<file path="config.mk">
export PLATFORM = sky130hd
export DESIGN_NAME = gcd_isqrt
export DESIGN_NICKNAME = d
export VERILOG_FILES = /design/src/hw/rtl/gcd_pkg.sv /design/src/hw/rtl/gcd_isqrt.sv
export VERILOG_INCLUDE_DIRS = /design/src /design/src/hw/rtl
export SDC_FILE = /design/constraint.sdc
export NUM_CORES = 2
export LEC_CHECK = 0
export BUFFER_PORTS_ARGS = -buffer_cell sky130_fd_sc_hd__buf_2
export CORE_MARGIN = 5
export CORE_UTILIZATION = 55
export DETAILED_ROUTE_END_ITERATION = 10
export GPL_ROUTABILITY_DRIVEN = 0
export PLACE_DENSITY = 0.72
export SYNTH_ARGS = -nofsm -noshare
export SYNTH_HDL_FRONTEND = slang
export SYNTH_SLANG_ARGS = --single-unit
</file>
<file path="constraint.sdc">
create_clock -name clk -period 7.2 [get_ports clk]
set_input_delay 2.16 -clock clk [delete_from_list [all_inputs] [get_ports clk]]
set_output_delay 2.16 -clock clk [all_outputs]
set_load 0.02 [all_outputs]
</file>
<file path="src/hw/rtl/great_circle_distance_defines.svh">
// Assertion macros for the great-circle distance block.
// Used by the modules that carry assertions; expects clk and arst_n in scope.
`ifndef GREAT_CIRCLE_DISTANCE_DEFINES_SVH
`define GREAT_CIRCLE_DISTANCE_DEFINES_SVH

// same-cycle implication
`define GCD_ASSERT_IMPL(lbl, ante, cons, msg) \
	lbl: assert property (@(posedge clk) disable iff (!arst_n) (ante) |-> (cons)) \
		else $error(msg);

// next-cycle implication
`define GCD_ASSERT_NEXT(lbl, ante, cons, msg) \
	lbl: assert property (@(posedge clk) disable iff (!arst_n) (ante) |=> (cons)) \
		else $error(msg);

`endif

</file>
<file path="src/hw/rtl/gcd_pkg.sv">
// Shared constants, types and tables for the great-circle distance block.
// No dependencies.
package gcd_pkg;

	localparam int CORDIC_STAGES = 24;
	localparam int SQRT_STEPS    = 31;

	localparam int ANG_W  = 34;
	localparam int MIN_W  = 16;
	localparam int MAG_W  = 14;
	localparam int HI_W   = 53;
	localparam int LO_W   = 45;
	localparam int SUM_W  = 54;
	localparam int A_W    = 31;
	localparam int SQ_W   = 62;
	localparam int Z_W    = 31;
	localparam int RAD_W  = 13;
	localparam int PROD_W = 44;
	localparam int DIST_W = 19;

	localparam int HALF_TURN    = 10800;
	localparam int FULL_TURN    = 21600;
	localparam int QUARTER_TURN = 5400;

	// pi in Q46 split as 675 * PI_DIV_675 + 239; REM_RECIP = 239 * ceil(2^32 / 675)
	localparam logic [38:0] PI_DIV_675 = 39'd327511007038;
	localparam logic [30:0] REM_RECIP  = 31'd1520736685;

	typedef logic signed [ANG_W-1:0] ang_t;

	localparam ang_t CORDIC_GAIN = 34'sh26DD3B6A;
	localparam logic [A_W-1:0] ONE_Q30 = 31'h40000000;

	localparam logic [RAD_W-1:0]  RADIUS_RESET = 13'd6371;
	localparam logic [DIST_W-1:0] DIST_MAX     = 19'h7FFFF;

	typedef logic [31:0] atan_tab_t [32];

	localparam atan_tab_t ATAN_TAB = '{
		32'h3243F6A8, 32'h1DAC6705, 32'h0FADBAFC, 32'h07F56EA6,
		32'h03FEAB76, 32'h01FFD55B, 32'h00FFFAAA, 32'h007FFF55,
		32'h003FFFEA, 32'h001FFFFD, 32'h000FFFFF, 32'h0007FFFF,
		32'h0003FFFF, 32'h0001FFFF, 32'h0000FFFF, 32'h00007FFF,
		32'h00003FFF, 32'h00001FFF, 32'h00000FFF, 32'h000007FF,
		32'h000003FF, 32'h000001FF, 32'h000000FF, 32'h0000007F,
		32'h0000003F, 32'h0000001F, 32'h0000000F, 32'h00000008,
		32'h00000004, 32'h00000002, 32'h00000001, 32'h00000000
	};

	typedef struct packed {
		logic signed [7:0] first_lat_deg;
		logic [5:0]        first_lat_min;
		logic signed [8:0] first_lon_deg;
		logic [5:0]        first_lon_min;
		logic signed [7:0] second_lat_deg;
		logic [5:0]        second_lat_min;
		logic signed [8:0] second_lon_deg;
		logic [5:0]        second_lon_min;
	} pts_t;

endpackage

</file>
<file path="src/hw/rtl/gcd_isqrt.sv">
// Pipelined floor square root of op * 2^30, one result bit per stage.
// Depends on gcd_pkg and the assertion macro header.
`include "great_circle_distance_defines.svh"

module gcd_isqrt (
	input  logic                    clk,
	input  logic                    arst_n,
	input  logic                    en,
	input  logic                    in_valid,
	input  logic [gcd_pkg::A_W-1:0] op,
	output logic                    out_valid,
	output logic [gcd_pkg::A_W-1:0] root
);
	localparam int N = gcd_pkg::SQRT_STEPS;
	localparam int W = gcd_pkg::SQ_W;

	logic [N-1:0] vld_s;
	logic [W-1:0] v_s [N];
	logic [W-1:0] r_s [N];
	logic [W-1:0] rem_lim;

	always_ff @(posedge clk or negedge arst_n) begin
		if (!arst_n) begin
			vld_s <= '0;
		end else if (en) begin
			vld_s <= {vld_s[N-2:0], in_valid};
		end
	end

	for (genvar j = 0; j < N; j++) begin : g_step
		localparam int K = N - 1 - j;
		localparam logic [W-1:0] BIT = W'(1) << (2 * K);
		logic [W-1:0] v_in, r_in, trial;

		if (j == 0) begin : g_first
			assign v_in = W'(op) << 30;
			assign r_in = '0;
		end else begin : g_next
			assign v_in = v_s[j-1];
			assign r_in = r_s[j-1];
		end

		assign trial = r_in + BIT;

		always_ff @(posedge clk) begin
			if (en) begin
				if (v_in >= trial) begin
					v_s[j] <= v_in - trial;
					r_s[j] <= (r_in >> 1) + BIT;
				end else begin
					v_s[j] <= v_in;
					r_s[j] <= r_in >> 1;
				end
			end
		end
	end

	assign out_valid = vld_s[N-1];
	assign root      = r_s[N-1][gcd_pkg::A_W-1:0];
	assign rem_lim   = r_s[N-1] << 1;

	// floor root: remainder never exceeds twice the root
	`GCD_ASSERT_IMPL(a_sqrt_rem, out_valid, v_s[N-1] <= rem_lim, "isqrt remainder too large")

endmodule

</file>
### Word level (Yosys, flattened, before mapping)

Memory sizes are Yosys's and may differ from the RTL's.
Cells that the tools add are included.

| cells by class | value |
|---|---|
| add/subtract/negate cells | 91 |
| $lt $le $gt $ge | 31 |
| muxes and demuxes | 248 |
| bitwise gates (word level) | 62 |

Operators by type and width:

| cell | number |
|---|---|
| two-way mux 62 bit | 62 |
| >= comparator 62 bit | 30 |
| subtractor 62 bit | 30 |
| two-way mux 1 bit | 186 |
| adder 61 x 1 -> 62 bit (second input constant) | 1 |
| adder 61 x 11 -> 62 bit (second input constant) | 1 |
| adder 61 x 13 -> 62 bit (second input constant) | 1 |
| adder 61 x 15 -> 62 bit (second input constant) | 1 |
| adder 61 x 17 -> 62 bit (second input constant) | 1 |
| adder 61 x 19 -> 62 bit (second input constant) | 1 |
| adder 61 x 21 -> 62 bit (second input constant) | 1 |
| adder 61 x 23 -> 62 bit (second input constant) | 1 |
| adder 61 x 25 -> 62 bit (second input constant) | 1 |
| adder 61 x 27 -> 62 bit (second input constant) | 1 |
| adder 61 x 29 -> 62 bit (second input constant) | 1 |
| adder 61 x 3 -> 62 bit (second input constant) | 1 |
| adder 61 x 31 -> 62 bit (second input constant) | 1 |
| adder 61 x 33 -> 62 bit (second input constant) | 1 |
| adder 61 x 35 -> 62 bit (second input constant) | 1 |
| adder 61 x 37 -> 62 bit (second input constant) | 1 |
| adder 61 x 39 -> 62 bit (second input constant) | 1 |
| adder 61 x 41 -> 62 bit (second input constant) | 1 |
| adder 61 x 43 -> 62 bit (second input constant) | 1 |
| adder 61 x 45 -> 62 bit (second input constant) | 1 |
| 43 further kinds | 104 |

| storage, ports and cells | value |
|---|---|
| register bits | 31 |
| RAM bits | 3844 |
| bits of input ports | 35 |
| memories kept | 2 |

Memory list:

| name | words | width | rd ports | clocked after memory_dff | write ports | line | RTL |
|---|---|---|---|---|---|---|---|
| r_s | 31 | 62 | 31 | 0 | 31 | gcd_isqrt.sv:19 | `logic [W-1:0] r_s [N];` |
| v_s | 31 | 62 | 30 | 0 | 31 | gcd_isqrt.sv:18 | `logic [W-1:0] v_s [N];` |

### Depth between registers and ports, before layout

An unclocked memory read counts as a cell.

| logic depth | value |
|---|---|
| depth after elaboration | 7 |
| gate-level depth with buffers | 16 |

### Least setup slack after synthesis

OpenSTA, ideal clock, no wires.

| timing | value |
|---|---|
| path type | input-to-reg |
| start point | input port en |
| end point | memory r_s[1][748] (netlist bit) (enable) |
| setup time | 0.475 ns |
| data arrival time | 5.356 ns |
| slack | 1.369 ns |
| stages | 4 |
| buffers on the path | 4 |
| cell sequence | clkbuf_1 -> clkbuf_1 -> clkbuf_1 -> clkbuf_1 |

RTL lines:

| what | line | RTL |
|---|---|---|
| start, declared | gcd_isqrt.sv:8 | `input logic en,` |
| end, declared | gcd_isqrt.sv:19 |  |

==> flow_summary_export.csv <==
group,metric,value,unit
timing,hold_viol_final,0,
timing,max_slew_margin,0.0972,
worst_setup_path,critical_path_arrival,5.67,ns
synthesis,synth_top_area_share,0.561,
floorplan,die-area,0.169,mm²
placement,place.detailed.hpwl,132000,µm
global_route,grtUsageTotal,0.213,
synthesis,synth-simple-area-share,0.120,
worst_setup_path,worst_path_max_delay_cell,"or2_1",
layout,area_growth,10.0,%
floorplan,core_area,0.160,mm²
timing,setup_tns,0,ns
pwr,pwr-share-seq,0.462,
floorplan,start_util,0.552,
synthesis,yosysTopAreaCell,"edfxtp_1",
route,drcViolationCount,0,
synthesis,synthCells,7640,
layout,nets,8283,
timing,fmax,195,MHz
cts,clk_pin_slew,0.06,ns
pwr,powerDensity,306,mW/mm²
route,vias_per_cell,5.79,
cts,cts_tree,"done",
synthesis,synthTopCellsByArea,"edfxtp_1 (56%), ha_1 (7.0%), xor2_1 (4.3%), xnor2_1 (3.6%), o21ai_0 (3.0%)",
synthesis,synthXorXnorAreaFrac,0.0784,
timing,rsz0062_at_grt,"no",
worst_setup_path,cp.required,7.75,ns
synthesis,yosysUniqueCellTypes,88,
cts,numCtsBuffers,176,
worst_setup_path,crit_chain,"inv_1 -> ha_1 -> inv_1 -> fa_1 -> nor2b_1 -> o21ai_0 -> a21boi_0 -> o2111ai_1 -> a31oi_1 -> or2_1 -> o211ai_1 -> or4_1 -> nor3_1 -> xor2_1",
worst_setup_path,worst-path-buf-inv,2,
global_route,grt_pass1_vias,57000,
worst_setup_path,end_kind,"flip-flop",
route,drtPass1Iterations,6,
placement,dp_slack,1.67,ns
floorplan,die_width,411,µm
flow_run,maxCapViolations,0,
synthesis,synth_adder_area_share,0.0729,
pwr,p_switching,8.85,mW
floorplan,die_h,411,µm
cts,clock-sinks,1682,
global_route,antenna_found_initial,0,
synthesis,syn-num-nets,8182,
synthesis,ys.flop_type,"edfxtp_1",
global_route,grt_max_degree,196,
synthesis,synth_area,0.0884,mm²
worst_setup_path,crit_fanout,34,
cts,clk_latency,0.82,ns
pwr,peakVddDrop,0.292,mV
worst_setup_path,critPathMaxStageDelay,0.96,ns
cts,cts_buffer_depth,3,
timing,finalSetupViolCount,0,
synthesis,synth-edff-count,1651,
route,totalWireLength,182000,µm
pwr,pwr-share-comb,0.225,
worst_setup_path,cp_common_cell,"inv_1",
synthesis,synth_common_cells,"edfxtp_1 (1651), nand2_1 (632), inv_1 (623)",
synthesis,synth_most_common_cell,"edfxtp_1",
timing,min_period,5.13,ns
floorplan,rows,147,
timing,worstMarginPinSlew,1.33,ns
global_route,grt.overflow.total,0,
synthesis,seq_area_frac_synth,0.570,
timing,setup_ws,2.07,ns
timing,finalMaxSlewViolations,0,
cts,cts_root_buf,"clkbuf_16",
global_route,grt_pass1_wl,293000,µm
timing,fin_crit_sh,0.712,
synthesis,async_reset_ff_frac,0.0184,
synthesis,muxShareOfSynthArea,0.0110,
route,drt.antenna.violating_nets,0,
placement,port_buffers,66,
layout,drive_gt1_frac,0.0686,
layout,final_cell_area,0.0973,mm²
synthesis,yosys_register_bits,1682,
cts,post_cts_resized,0,
pwr,power_frac_clock,0.313,
placement,post_dp_cell_area,0.0912,mm²
route,wl_per_cell,18.1,µm
cts,cts_setup_buffers,0,
pwr,p_int,20.9,mW
pwr,p_leak,37.6,nW
timing,hold_ws,0.403,ns
route,vias,58200,
synthesis,synth_compound_area_frac,0.113,
route,drtIter0Drc,4740,
floorplan,io_pins,67,
timing,fin_worst_skew,0.0691,ns
min_path,hold_class,"flip-flop to flip-flop",
status,status,"completed",
cts,ctsHoldBuffers,0,
worst_setup_path,critPathTopFamily,"simple AND/OR/NAND/NOR gates",
synthesis,synth_top_family_by_area,"simple AND/OR/NAND/NOR gates",
synthesis,avgSynthCellArea,11.6,µm²
worst_setup_path,critical_path_class,"flip-flop to flip-flop",
pwr,switching_share,0.297,
cts,cts_max_level,4,
synthesis,yosys_warnings,0,
worst_setup_path,startpoint_type,"flip-flop",
==> registers in the layout, summed over array words and instances, names as in the netlist <==
name	count
v_s	1156
r_s	495
vld_s	31
==> worst register-to-register path: stages, from the launching register on <==
cell and delay [ns]:
edfxtp_1 0.46, inv_1 0.09, ha_1 0.21, inv_1 0.07
fa_1 0.39, nor2b_1 0.14, o21ai_0 0.11, a21boi_0 0.45
o2111ai_1 0.23, a31oi_1 0.34, or2_1 0.96, o211ai_1 0.52
or4_1 0.60, nor3_1 0.19, xor2_1 0.09
==> stage by stage <==
step | total power [mW] | std cells | utilization
final | 29.8 | 10000 | 0.607
after global routing | 31.3 | 10000 | 0.607
after CTS | 29.9 | 10000 | 0.607
after detailed placement | 20.5 | 9723 | 0.569
after global placement | 20.3 | 9723 | 0.569
after floorplan | 18.7 | 7640 | -
==> cell usage in the layout (no fill, tap or decap), types with 140 or more instances in the layout <==
master,synthesis,final
ha_1,493,493
xor2_1,432,432
nor4_1,142,140
nor3_1,212,211
nand2_1,632,632
o21ai_0,531,530
inv_1,623,623
a21oi_1,425,424
a21o_1,225,225
nor2_1,445,443
xnor2_1,359,359
clkbuf_16,0,176
edfxtp_1,1651,1651
==> routing by layer <==
| metal | routed length, µm | GRT usage | up-vias |
|---|---|---|---|
| li1 | - | - | 28200 |
| met1 | 76800 | 0.272 | 28100 |
| met2 | 92100 | 0.377 | 1519 |
| met3 | 8260 | 0.0279 | 381 |
| met4 | 5150 | 0.0661 | 0 |
| met5 | 0 | 0 | - |
==> cell families (layout without fill, tap and decap cells) <==
logic type,Yosys count,in the layout
AND/OR/NAND/NOR,2146,2146
flip-flops,1682,1682
AO/OA/AOI/OAI,1618,1618
buffers and inverters,809,1053
XOR/XNOR,791,791
adder cells (fa/ha/maj),507,507
multiplexers,87,87
other,0,1
==> final timing paths <==
path                          endpoint  slack [ns]  cells after the start         from
max in group asynchronous    vld_s[20]        5.39                      1       arst_n
min reg2reg                r_s[1][643]        0.40                      0  r_s[1][582]
max reg2reg                v_s[1][184]        2.07                     14   r_s[1][88]
min in group asynchronous     vld_s[1]        1.39                      1       arst_n
min                        r_s[1][643]        0.40                      0  r_s[1][582]
max                        v_s[1][184]        2.07                     14   r_s[1][88]
==> layout make-up <==
cell class              count  area [µm²]
repair buffers            109         731
inverters                 623        2340
fillers                 12500       62900
clock inverters           111        1430
multi-input cells        5149       35100
flip-flops and latches   1682       50400
well taps                2160        2700
diodes                      1        2.50
clock buffers             210        4610
==> power groups by stage <==
| stage | Combinational [mW] | Clock [mW] | Sequential, mW |
|---|---|---|---|
| after floorplan | 5.25 | 0 | 13.5 |
| after global placement | 6.36 | 0 | 13.9 |
| after detailed placement | 6.57 | 0 | 13.9 |
| after CTS | 6.63 | 9.52 | 13.7 |
| after global routing | 7.45 | 9.95 | 13.9 |
| final | 6.68 | 9.33 | 13.8 |
No activity file was read; power rests on OpenSTA's default activity.
