===== config.mk =====
export PLATFORM = sky130hd
export DESIGN_NAME = gcd_angle
export DESIGN_NICKNAME = d
export VERILOG_FILES = /design/src/hw/rtl/great_circle_distance_defines.svh /design/src/hw/rtl/gcd_pkg.sv /design/src/hw/rtl/gcd_angle.sv
export SDC_FILE = /design/constraint.sdc
export NUM_CORES = 2
export LEC_CHECK = 0
export ABC_CLOCK_PERIOD_IN_PS = 9100
export BUFFER_PORTS_ARGS = -buffer_cell sky130_fd_sc_hd__buf_2
export CAP_MARGIN = 20
export CORE_MARGIN = 5
export CORE_UTILIZATION = 50
export DETAILED_ROUTE_END_ITERATION = 7
export PLACE_DENSITY = 0.66
export SYNTH_ARGS = -nofsm -noshare
export SYNTH_HDL_FRONTEND = slang
export SYNTH_SLANG_ARGS = --single-unit

===== constraint.sdc =====
create_clock -name clk -period 9.1 [get_ports clk]
set_input_delay 1.82 -clock clk [delete_from_list [all_inputs] [get_ports clk]]
set_output_delay 1.82 -clock clk [all_outputs]
set_load 0.05 [all_outputs]

===== src/hw/rtl/great_circle_distance_defines.svh =====
// Assertion macros for the great-circle distance block.
// Used by the modules that carry assertions; expects clk and arst_n in scope.
`ifndef GREAT_CIRCLE_DISTANCE_DEFINES_SVH
`define GREAT_CIRCLE_DISTANCE_DEFINES_SVH

// same-cycle implication
`define GCD_ASSERT_IMPL(lbl, ante, cons, msg) \
	lbl: assert property (@(posedge clk) disable iff (!arst_n) (ante) |-> (cons)) \
		else $error(msg);

// next-cycle implication
`define GCD_ASSERT_NEXT(lbl, ante, cons, msg) \
	lbl: assert property (@(posedge clk) disable iff (!arst_n) (ante) |=> (cons)) \
		else $error(msg);

`endif


===== src/hw/rtl/gcd_pkg.sv =====
// Shared constants, types and tables for the great-circle distance block.
// No dependencies.
package gcd_pkg;

	localparam int CORDIC_STAGES = 24;
	localparam int SQRT_STEPS    = 31;

	localparam int ANG_W  = 34;
	localparam int MIN_W  = 16;
	localparam int MAG_W  = 14;
	localparam int HI_W   = 53;
	localparam int LO_W   = 45;
	localparam int SUM_W  = 54;
	localparam int A_W    = 31;
	localparam int SQ_W   = 62;
	localparam int Z_W    = 31;
	localparam int RAD_W  = 13;
	localparam int PROD_W = 44;
	localparam int DIST_W = 19;

	localparam int HALF_TURN    = 10800;
	localparam int FULL_TURN    = 21600;
	localparam int QUARTER_TURN = 5400;

	// pi in Q46 split as 675 * PI_DIV_675 + 239; REM_RECIP = 239 * ceil(2^32 / 675)
	localparam logic [38:0] PI_DIV_675 = 39'd327511007038;
	localparam logic [30:0] REM_RECIP  = 31'd1520736685;

	typedef logic signed [ANG_W-1:0] ang_t;

	localparam ang_t CORDIC_GAIN = 34'sh26DD3B6A;
	localparam logic [A_W-1:0] ONE_Q30 = 31'h40000000;

	localparam logic [RAD_W-1:0]  RADIUS_RESET = 13'd6371;
	localparam logic [DIST_W-1:0] DIST_MAX     = 19'h7FFFF;

	typedef logic [31:0] atan_tab_t [32];

	localparam atan_tab_t ATAN_TAB = '{
		32'h3243F6A8, 32'h1DAC6705, 32'h0FADBAFC, 32'h07F56EA6,
		32'h03FEAB76, 32'h01FFD55B, 32'h00FFFAAA, 32'h007FFF55,
		32'h003FFFEA, 32'h001FFFFD, 32'h000FFFFF, 32'h0007FFFF,
		32'h0003FFFF, 32'h0001FFFF, 32'h0000FFFF, 32'h00007FFF,
		32'h00003FFF, 32'h00001FFF, 32'h00000FFF, 32'h000007FF,
		32'h000003FF, 32'h000001FF, 32'h000000FF, 32'h0000007F,
		32'h0000003F, 32'h0000001F, 32'h0000000F, 32'h00000008,
		32'h00000004, 32'h00000002, 32'h00000001, 32'h00000000
	};

	typedef struct packed {
		logic signed [7:0] first_lat_deg;
		logic [5:0]        first_lat_min;
		logic signed [8:0] first_lon_deg;
		logic [5:0]        first_lon_min;
		logic signed [7:0] second_lat_deg;
		logic [5:0]        second_lat_min;
		logic signed [8:0] second_lon_deg;
		logic [5:0]        second_lon_min;
	} pts_t;

endpackage


===== src/hw/rtl/gcd_angle.sv =====
// Front end: degrees/minutes to arc minutes, wrap, fold, and scaling to Q2.30 radians.
// Depends on gcd_pkg. Three stages; lanes: cos lat1, cos lat2, dlat/2, dlon/2.
module gcd_angle (
	input  logic                clk,
	input  logic                arst_n,
	input  logic                en,
	input  logic                in_valid,
	input  gcd_pkg::pts_t       pts,
	output logic                out_valid,
	output gcd_pkg::ang_t       z [4],
	output logic [1:0]          fold
);
	localparam int MIN_W = gcd_pkg::MIN_W;
	localparam int MAG_W = gcd_pkg::MAG_W;
	localparam int HI_W  = gcd_pkg::HI_W;
	localparam int LO_W  = gcd_pkg::LO_W;
	localparam int SUM_W = gcd_pkg::SUM_W;
	localparam int ANG_W = gcd_pkg::ANG_W;

	function automatic logic signed [MIN_W-1:0] to_min(input logic signed [8:0] deg,
		input logic [5:0] mi);
		logic signed [MIN_W-1:0] d;
		logic signed [MIN_W-1:0] m;
		d = MIN_W'(deg) * MIN_W'(60);
		m = $signed(MIN_W'({1'b0, mi}));
		return deg[8] ? d - m : d + m;
	endfunction

	function automatic logic signed [MIN_W-1:0] wrap(input logic signed [MIN_W-1:0] x);
		if (x >= gcd_pkg::HALF_TURN) begin
			return MIN_W'(x - gcd_pkg::FULL_TURN);
		end else if (x < -gcd_pkg::HALF_TURN) begin
			return MIN_W'(x + gcd_pkg::FULL_TURN);
		end
		return x;
	endfunction

	logic signed [MIN_W-1:0] lat1, lat2, lon1, lon2, dlat, dlon;
	logic signed [MIN_W-1:0] ang [4];
	logic [MAG_W-1:0] mag [4];
	logic [3:0]       neg;

	logic [2:0]       vld_s;
	logic [MAG_W-1:0] mag_s1 [4];
	logic [3:0]       neg_s1, neg_s2, neg_s3;
	logic [HI_W-1:0]  hi_s2 [4];
	logic [11:0]      lo_s2 [4];
	gcd_pkg::ang_t    z_s3 [4];

	assign lat1 = to_min(9'(pts.first_lat_deg), pts.first_lat_min);
	assign lon1 = to_min(pts.first_lon_deg, pts.first_lon_min);
	assign lat2 = to_min(9'(pts.second_lat_deg), pts.second_lat_min);
	assign lon2 = to_min(pts.second_lon_deg, pts.second_lon_min);
	assign dlat = wrap(MIN_W'(lat2 - lat1));
	assign dlon = wrap(MIN_W'(lon2 - lon1));

	assign ang[0] = lat1;
	assign ang[1] = lat2;
	assign ang[2] = dlat;
	assign ang[3] = dlon;

	always_comb begin
		for (int l = 0; l < 4; l++) begin
			mag[l] = ang[l][MIN_W-1] ? MAG_W'(-ang[l]) : MAG_W'(ang[l]);
			neg[l] = ang[l][MIN_W-1];
			if (l < 2) begin
				neg[l] = 1'b0;
				if (mag[l] > MAG_W'(gcd_pkg::QUARTER_TURN)) begin
					mag[l] = MAG_W'(gcd_pkg::HALF_TURN - int'(mag[l]));
					neg[l] = 1'b1;
				end
			end
		end
	end

	always_ff @(posedge clk or negedge arst_n) begin
		if (!arst_n) begin
			vld_s <= '0;
		end else if (en) begin
			vld_s <= {vld_s[1:0], in_valid};
		end
	end

	for (genvar l = 0; l < 4; l++) begin : g_lane
		localparam int SH = (l < 2) ? 20 : 21;
		logic [SUM_W-1:0] sum;
		logic [ANG_W-1:0] r;

		assign sum = SUM_W'(hi_s2[l]) + SUM_W'(lo_s2[l]) + (SUM_W'(1) << (SH - 1));
		assign r   = ANG_W'(sum >> SH);

		always_ff @(posedge clk) begin
			if (en) begin
				mag_s1[l] <= mag[l];
				hi_s2[l]  <= HI_W'(mag_s1[l]) * HI_W'(gcd_pkg::PI_DIV_675);
				lo_s2[l]  <= 12'((LO_W'(mag_s1[l]) * LO_W'(gcd_pkg::REM_RECIP)) >> 32);
				if (l >= 2 && neg_s2[l]) begin
					z_s3[l] <= -$signed(r);
				end else begin
					z_s3[l] <= $signed(r);
				end
			end
		end

		assign z[l] = z_s3[l];
	end

	always_ff @(posedge clk) begin
		if (en) begin
			neg_s1 <= neg;
			neg_s2 <= neg_s1;
			neg_s3 <= neg_s2;
		end
	end

	assign fold      = neg_s3[1:0];
	assign out_valid = vld_s[2];

endmodule


; Yosys cells after proc, flatten, opt, wreduce, memory -nomap -nowiden
; Memory sizes are Yosys's and may differ from the RTL's.
; Index checks and enable logic that the tools add are counted.
; W data, S select, Z words.
[classes]
bitwise_logic = 2
magnitude_cmp = 6
add_sub_neg = 30
multipliers = 12
mux = 38
[ops]
columns = cell, count
row1 = $add A53 B12 Y54, 4
row2 = $mul A14 B38 Y52 const B, 4
row3 = $mul A14 B31 Y44 const B, 4
row4 = $mux W16, 10
row5 = $add A54 B20 Y54 const B, 2
row6 = $add A54 B21 Y54 const B, 2
row7 = $mux W14, 6
row8 = $mux W34, 2
row9 = $neg A33 Y34, 2
row10 = $neg A14 Y14, 4
row11 = $add A15 B7 Y16, 2
row12 = $add A16 B16 Y16 const B, 2
row13 = $add A16 B7 Y16, 2
row14 = $ge A16 B15 Y1 const B, 2
row15 = $lt A16 B15 Y1 const B, 2
row16 = $sub A15 B7 Y16, 2
row17 = $sub A16 B16 Y16, 2
row18 = $sub A16 B16 Y16 const B, 2
row19 = $sub A16 B7 Y16, 2
row20 = $gt A14 B13 Y1 const B, 2
row21 = $mul A9 B5 Y14 const B, 2
row22 = $sub A14 B14 Y14 const A, 2
row23 = $mul A8 B5 Y13 const B, 2
row24 = $mux W1, 20
row25 = $or A1 B1 Y1, 2
[totals]
input_bits = 62
n_memories = 4
mem_bits_rw = 448
ff_bits = 13
elab_cells = 96
out_inout_bits = 139
[mem_list]
columns = memory, words, word_bits, rd, rd_clocked_by_memory_dff, write_ports, line_no
row1 = hi_s2, 4, 52, 4, 0, 4, gcd_angle.sv:46  ; logic [HI_W-1:0] hi_s2 [4];
row2 = z_s3, 4, 34, 4, 0, 4, gcd_angle.sv:48  ; gcd_pkg::ang_t z_s3 [4];
row3 = mag_s1, 4, 14, 4, 0, 4, gcd_angle.sv:44  ; logic [MAG_W-1:0] mag_s1 [4];
row4 = lo_s2, 4, 12, 4, 0, 4, gcd_angle.sv:47  ; logic [11:0] lo_s2 [4];

; Longest topological paths before layout
[depth]
depth_word = 10
ltp_mapped = 40
ltp_nobuf = 39

; Worst setup path before layout
; Ideal clock, no wire load.
[synth_timing]
path_type = in2reg
from = input pts[36] (netlist name)
to = memory mag_s1[3][6], data pin
arrival_time_ps = 9520
slack_ps = -681
required_ps = 8839
n_path_buf = 1
setup_ps = 261
cell_stages = 38
cell_sequence = ha_1 xor2_1 ha_1 inv_1 fa_1 inv_1 ha_1 a21oi_1 a21oi_1 o311a_1 or4_1 nor3_1 nor2_1 a21oi_1 xor2_1 ha_1 nand3_1 or3_1 (+2 left out) a21oi_1 xor3_1 nor2b_1 ha_1 nor2b_1 o21ai_0 a21boi_0 o21ai_0 a21boi_0 o21ai_0 a21boi_0 o21ai_0 a21oi_1 o22ai_1 buf_2 o21ai_0 xnor2_1 mux2i_1
[synth_rtl]
columns = item, line_no
row1 = from (decl), gcd_angle.sv:8  ; input gcd_pkg::pts_t pts,
row2 = to (decl), gcd_angle.sv:44

==> metrics.md <==
| Metric | Value |
|---|---|
| Post-synth EDFFs | `453` |
| Htree depth | `2` |
| Worst Path Arrival | `9.20 ns` |
| Kind of critical path | `input port to register` |
| Die area | `0.1742 mm²` |
| CTS tree | `built` |
| Max cap viols | `0` |
| Synth Register Bits | `457` |
| NumNets Final | `11510` |
| # rows | `149` |
| Final setup fails | `0` |
| First-pass GRT wire length | `339.7 mm` |
| Layout cells sized above 1 | `9.499%` |
| Mapped Nets | `10950` |
| Synthesized instance count | `8295` |
| Most frequent cells in the layout | `inv_1 (1935), ha_1 (1457), fa_1 (1117)` |
| Die Span Y | `417.4 µm` |
| RSZ-0062 raised after global routing | `true` |
| CTS Sinks | `457` |
| CP Launch Type | `input port` |
| Vias per cell | `5.367` |
| DRT Pass-1 Iters | `5` |
| Skew-Pair Late Insertion Delay | `0.68 ns` |
| Yosys warns | `0` |
| Min Hold Slack | `0.4285 ns` |
| Max-slew headroom | `28.93%` |
| Worst Hold Class | `register to register` |
| Wire per inst | `18.95 µm` |
| Initial antenna violation count | `18` |
| CTS Buffer Depth | `3` |
| Most common cell after layout, fill and taps aside | `inv_1` |
| Post-route ant nets | `0` |
| Overall Global Routing Usage | `24.48%` |
| Post-Route WL | `210.3 mm` |
| Fin crit share | `96.62%` |
| Slew @ Worst Pin | `1.056 ns` |
| Clock root buffer | `clkbuf_16` |
| Initial DRC count | `3638` |
| Post-layout min period | `8.792 ns` |
| Number of global-route vias before repair | `62480` |
| Crit-path slowest cell | `fa_1` |
| CORE AREA | `0.1650 mm²` |
| Setup crit end kind | `register` |
| Asr flop ratio synth | `0.6565%` |
| IO buf count | `200` |
| Slew Viols, Final | `0` |
| Top cell by count, worst path | `a21o_1` |
| Reg clk slew, reported paths | `0.07 ns` |
| # IOs | `201` |
| Placed wire-length estimate | `181.6 mm` |
| Mapped Avg Cell Area | `10.01 µm²` |
| Post-route core utilization | `55.59%` |
| Max Fclk | `0.1137 GHz` |
| Critical Path RT | `9.51 ns` |
| CP peak stage delay | `0.56 ns` |
| Initial core utilization | `50.30%` |
| Pin count of the biggest net entering global routing | `155` |
| Post-route DRC | `0` |
| Skew final | `0.02334 ns` |
| P&R area growth vs syn | `10.52%` |
| TritonCTS Buffers | `54` |
| Post-Synthesis Cell Area | `0.08299 mm²` |
| Sequential fraction of the synthesis area | `16.51%` |
| Crit path max fanout | `6` |
| Top_reg_cell synth | `edfxtp_1` |
| Routability cong. | `1.010` |
| Final hold violations | `0` |
| GR Overflow Total | `0` |
| Overall die width | `417.4 µm` |
| DR vias | `59570` |
| Status | `finished, final reports clean` |
| Count of different cell masters after synthesis | `108` |
per-layer routing:
layer	global-route usage [%]	routed length, µm
met5	0	13
met4	8.903	9316
met3	3.186	11050
met2	41.10	98230
met1	32.68	91730
repair_timing:
item                       4_1_cts  5_1_grt
setup endpoints to repair        0       28
gates resized for setup          0       42
buffers inserted                 0        9
hold buffers                     0        0
cells by family (layout without fill, tap and decap cells):
family,after synthesis,count (layout),share of synthesized area (%)
buffers and inverters,2022,2623,9.195
XOR/XNOR,585,585,6.261
flip-flops,457,457,16.51
adder cells (fa/ha/maj),2590,2590,49.15
multiplexers,56,56,0.6995
AO/OA/AOI/OAI,1306,1306,10.36
AND/OR/NAND/NOR,1279,1279,7.827
other,0,14,0
synthesized netlist by cell type, types with 53 or more instances:
cell / count / area (µm²)
inv_1: 1939 / 7278
ha_1: 1473 / 18430
fa_1: 1117 / 22360
edfxtp_1: 453 / 13600
xnor2_1: 404 / 3538
a21oi_1: 373 / 1867
nor2_1: 293 / 1100
nand2_1: 272 / 1021
o21ai_0: 228 / 1141
a21o_1: 201 / 1509
xor2_1: 175 / 1533
nand3_1: 118 / 590.6
nor3_1: 106 / 530.5
nor2b_1: 75 / 469.2
nand4_1: 63 / 394.1
o21a_1: 61 / 457.9
and3_1: 60 / 375.4
clkbuf_1: 59 / 221.5
nand2b_1: 57 / 356.6
o21bai_1: 53 / 397.9
layout make-up:
cell class	count	area (µm²)
inverters	1942	7292
clock inverters	37	442.9
fillers	14530	73270
repair buffers	585	3954
well taps	2189	2739
flip-flops and latches	457	13700
multi-input cells	5816	62170
clock buffers	59	1391
diodes	14	35.03
stage by stage:
stage / std cells / worst slack [ns] / instance area [µm²] / TNS [ns]
final: 11100 / 0.3076 / 91720 / 0
after global routing: 11090 / -0.007288 / 91710 / -0.01850
after CTS: 11080 / 0.1647 / 91440 / 0
after detailed placement: 10980 / -0.5259 / 89600 / -12.24
after global placement: 10980 / -0.3582 / 89600 / -8.032
after floorplan: 8295 / 0.007187 / 83330 / 0
path summary, 6_finish.rpt:
| check | start | end | slack [ns] | cells past startpoint |
|---|---|---|---|---|
| min in group asynchronous | arst_n | vld_s[2] | 0.95 | 1 |
| max reg2reg | mag_s1[3][9] | hi_s2[3][50] | 1.05 | 24 |
| max in group asynchronous | arst_n | vld_s[0] | 8.04 | 1 |
| min | neg_s1[1] | neg_s2[1] | 0.43 | 0 |
| min reg2reg | neg_s1[1] | neg_s2[1] | 0.43 | 0 |
| max | pts[21] | mag_s1[2][8] | 0.31 | 37 |
registers in the layout (all words and copies together), names as in the netlist:
| register | cells |
|---|---|
| mag_s1 | 56 |
| hi_s2 | 208 |
| neg_s3 | 2 |
| z_s3 | 136 |
| lo_s2 | 44 |
| vld_s | 3 |
| neg_s1 | 4 |
| neg_s2 | 4 |
critical path: cells and delay by family:
kind / cells / cell delay [ns]
AOI/OAI and AO/OA: 15 / 3.16
adders and majority gates: 6 / 2.03
and+or+nand+nor: 8 / 1.07
xor gates and xnor gates: 3 / 0.58
buffers and inverters: 5 / 0.52
Power is not shown: default switching activity piles up to over one toggle a cycle in this logic, so the estimate is an artifact.
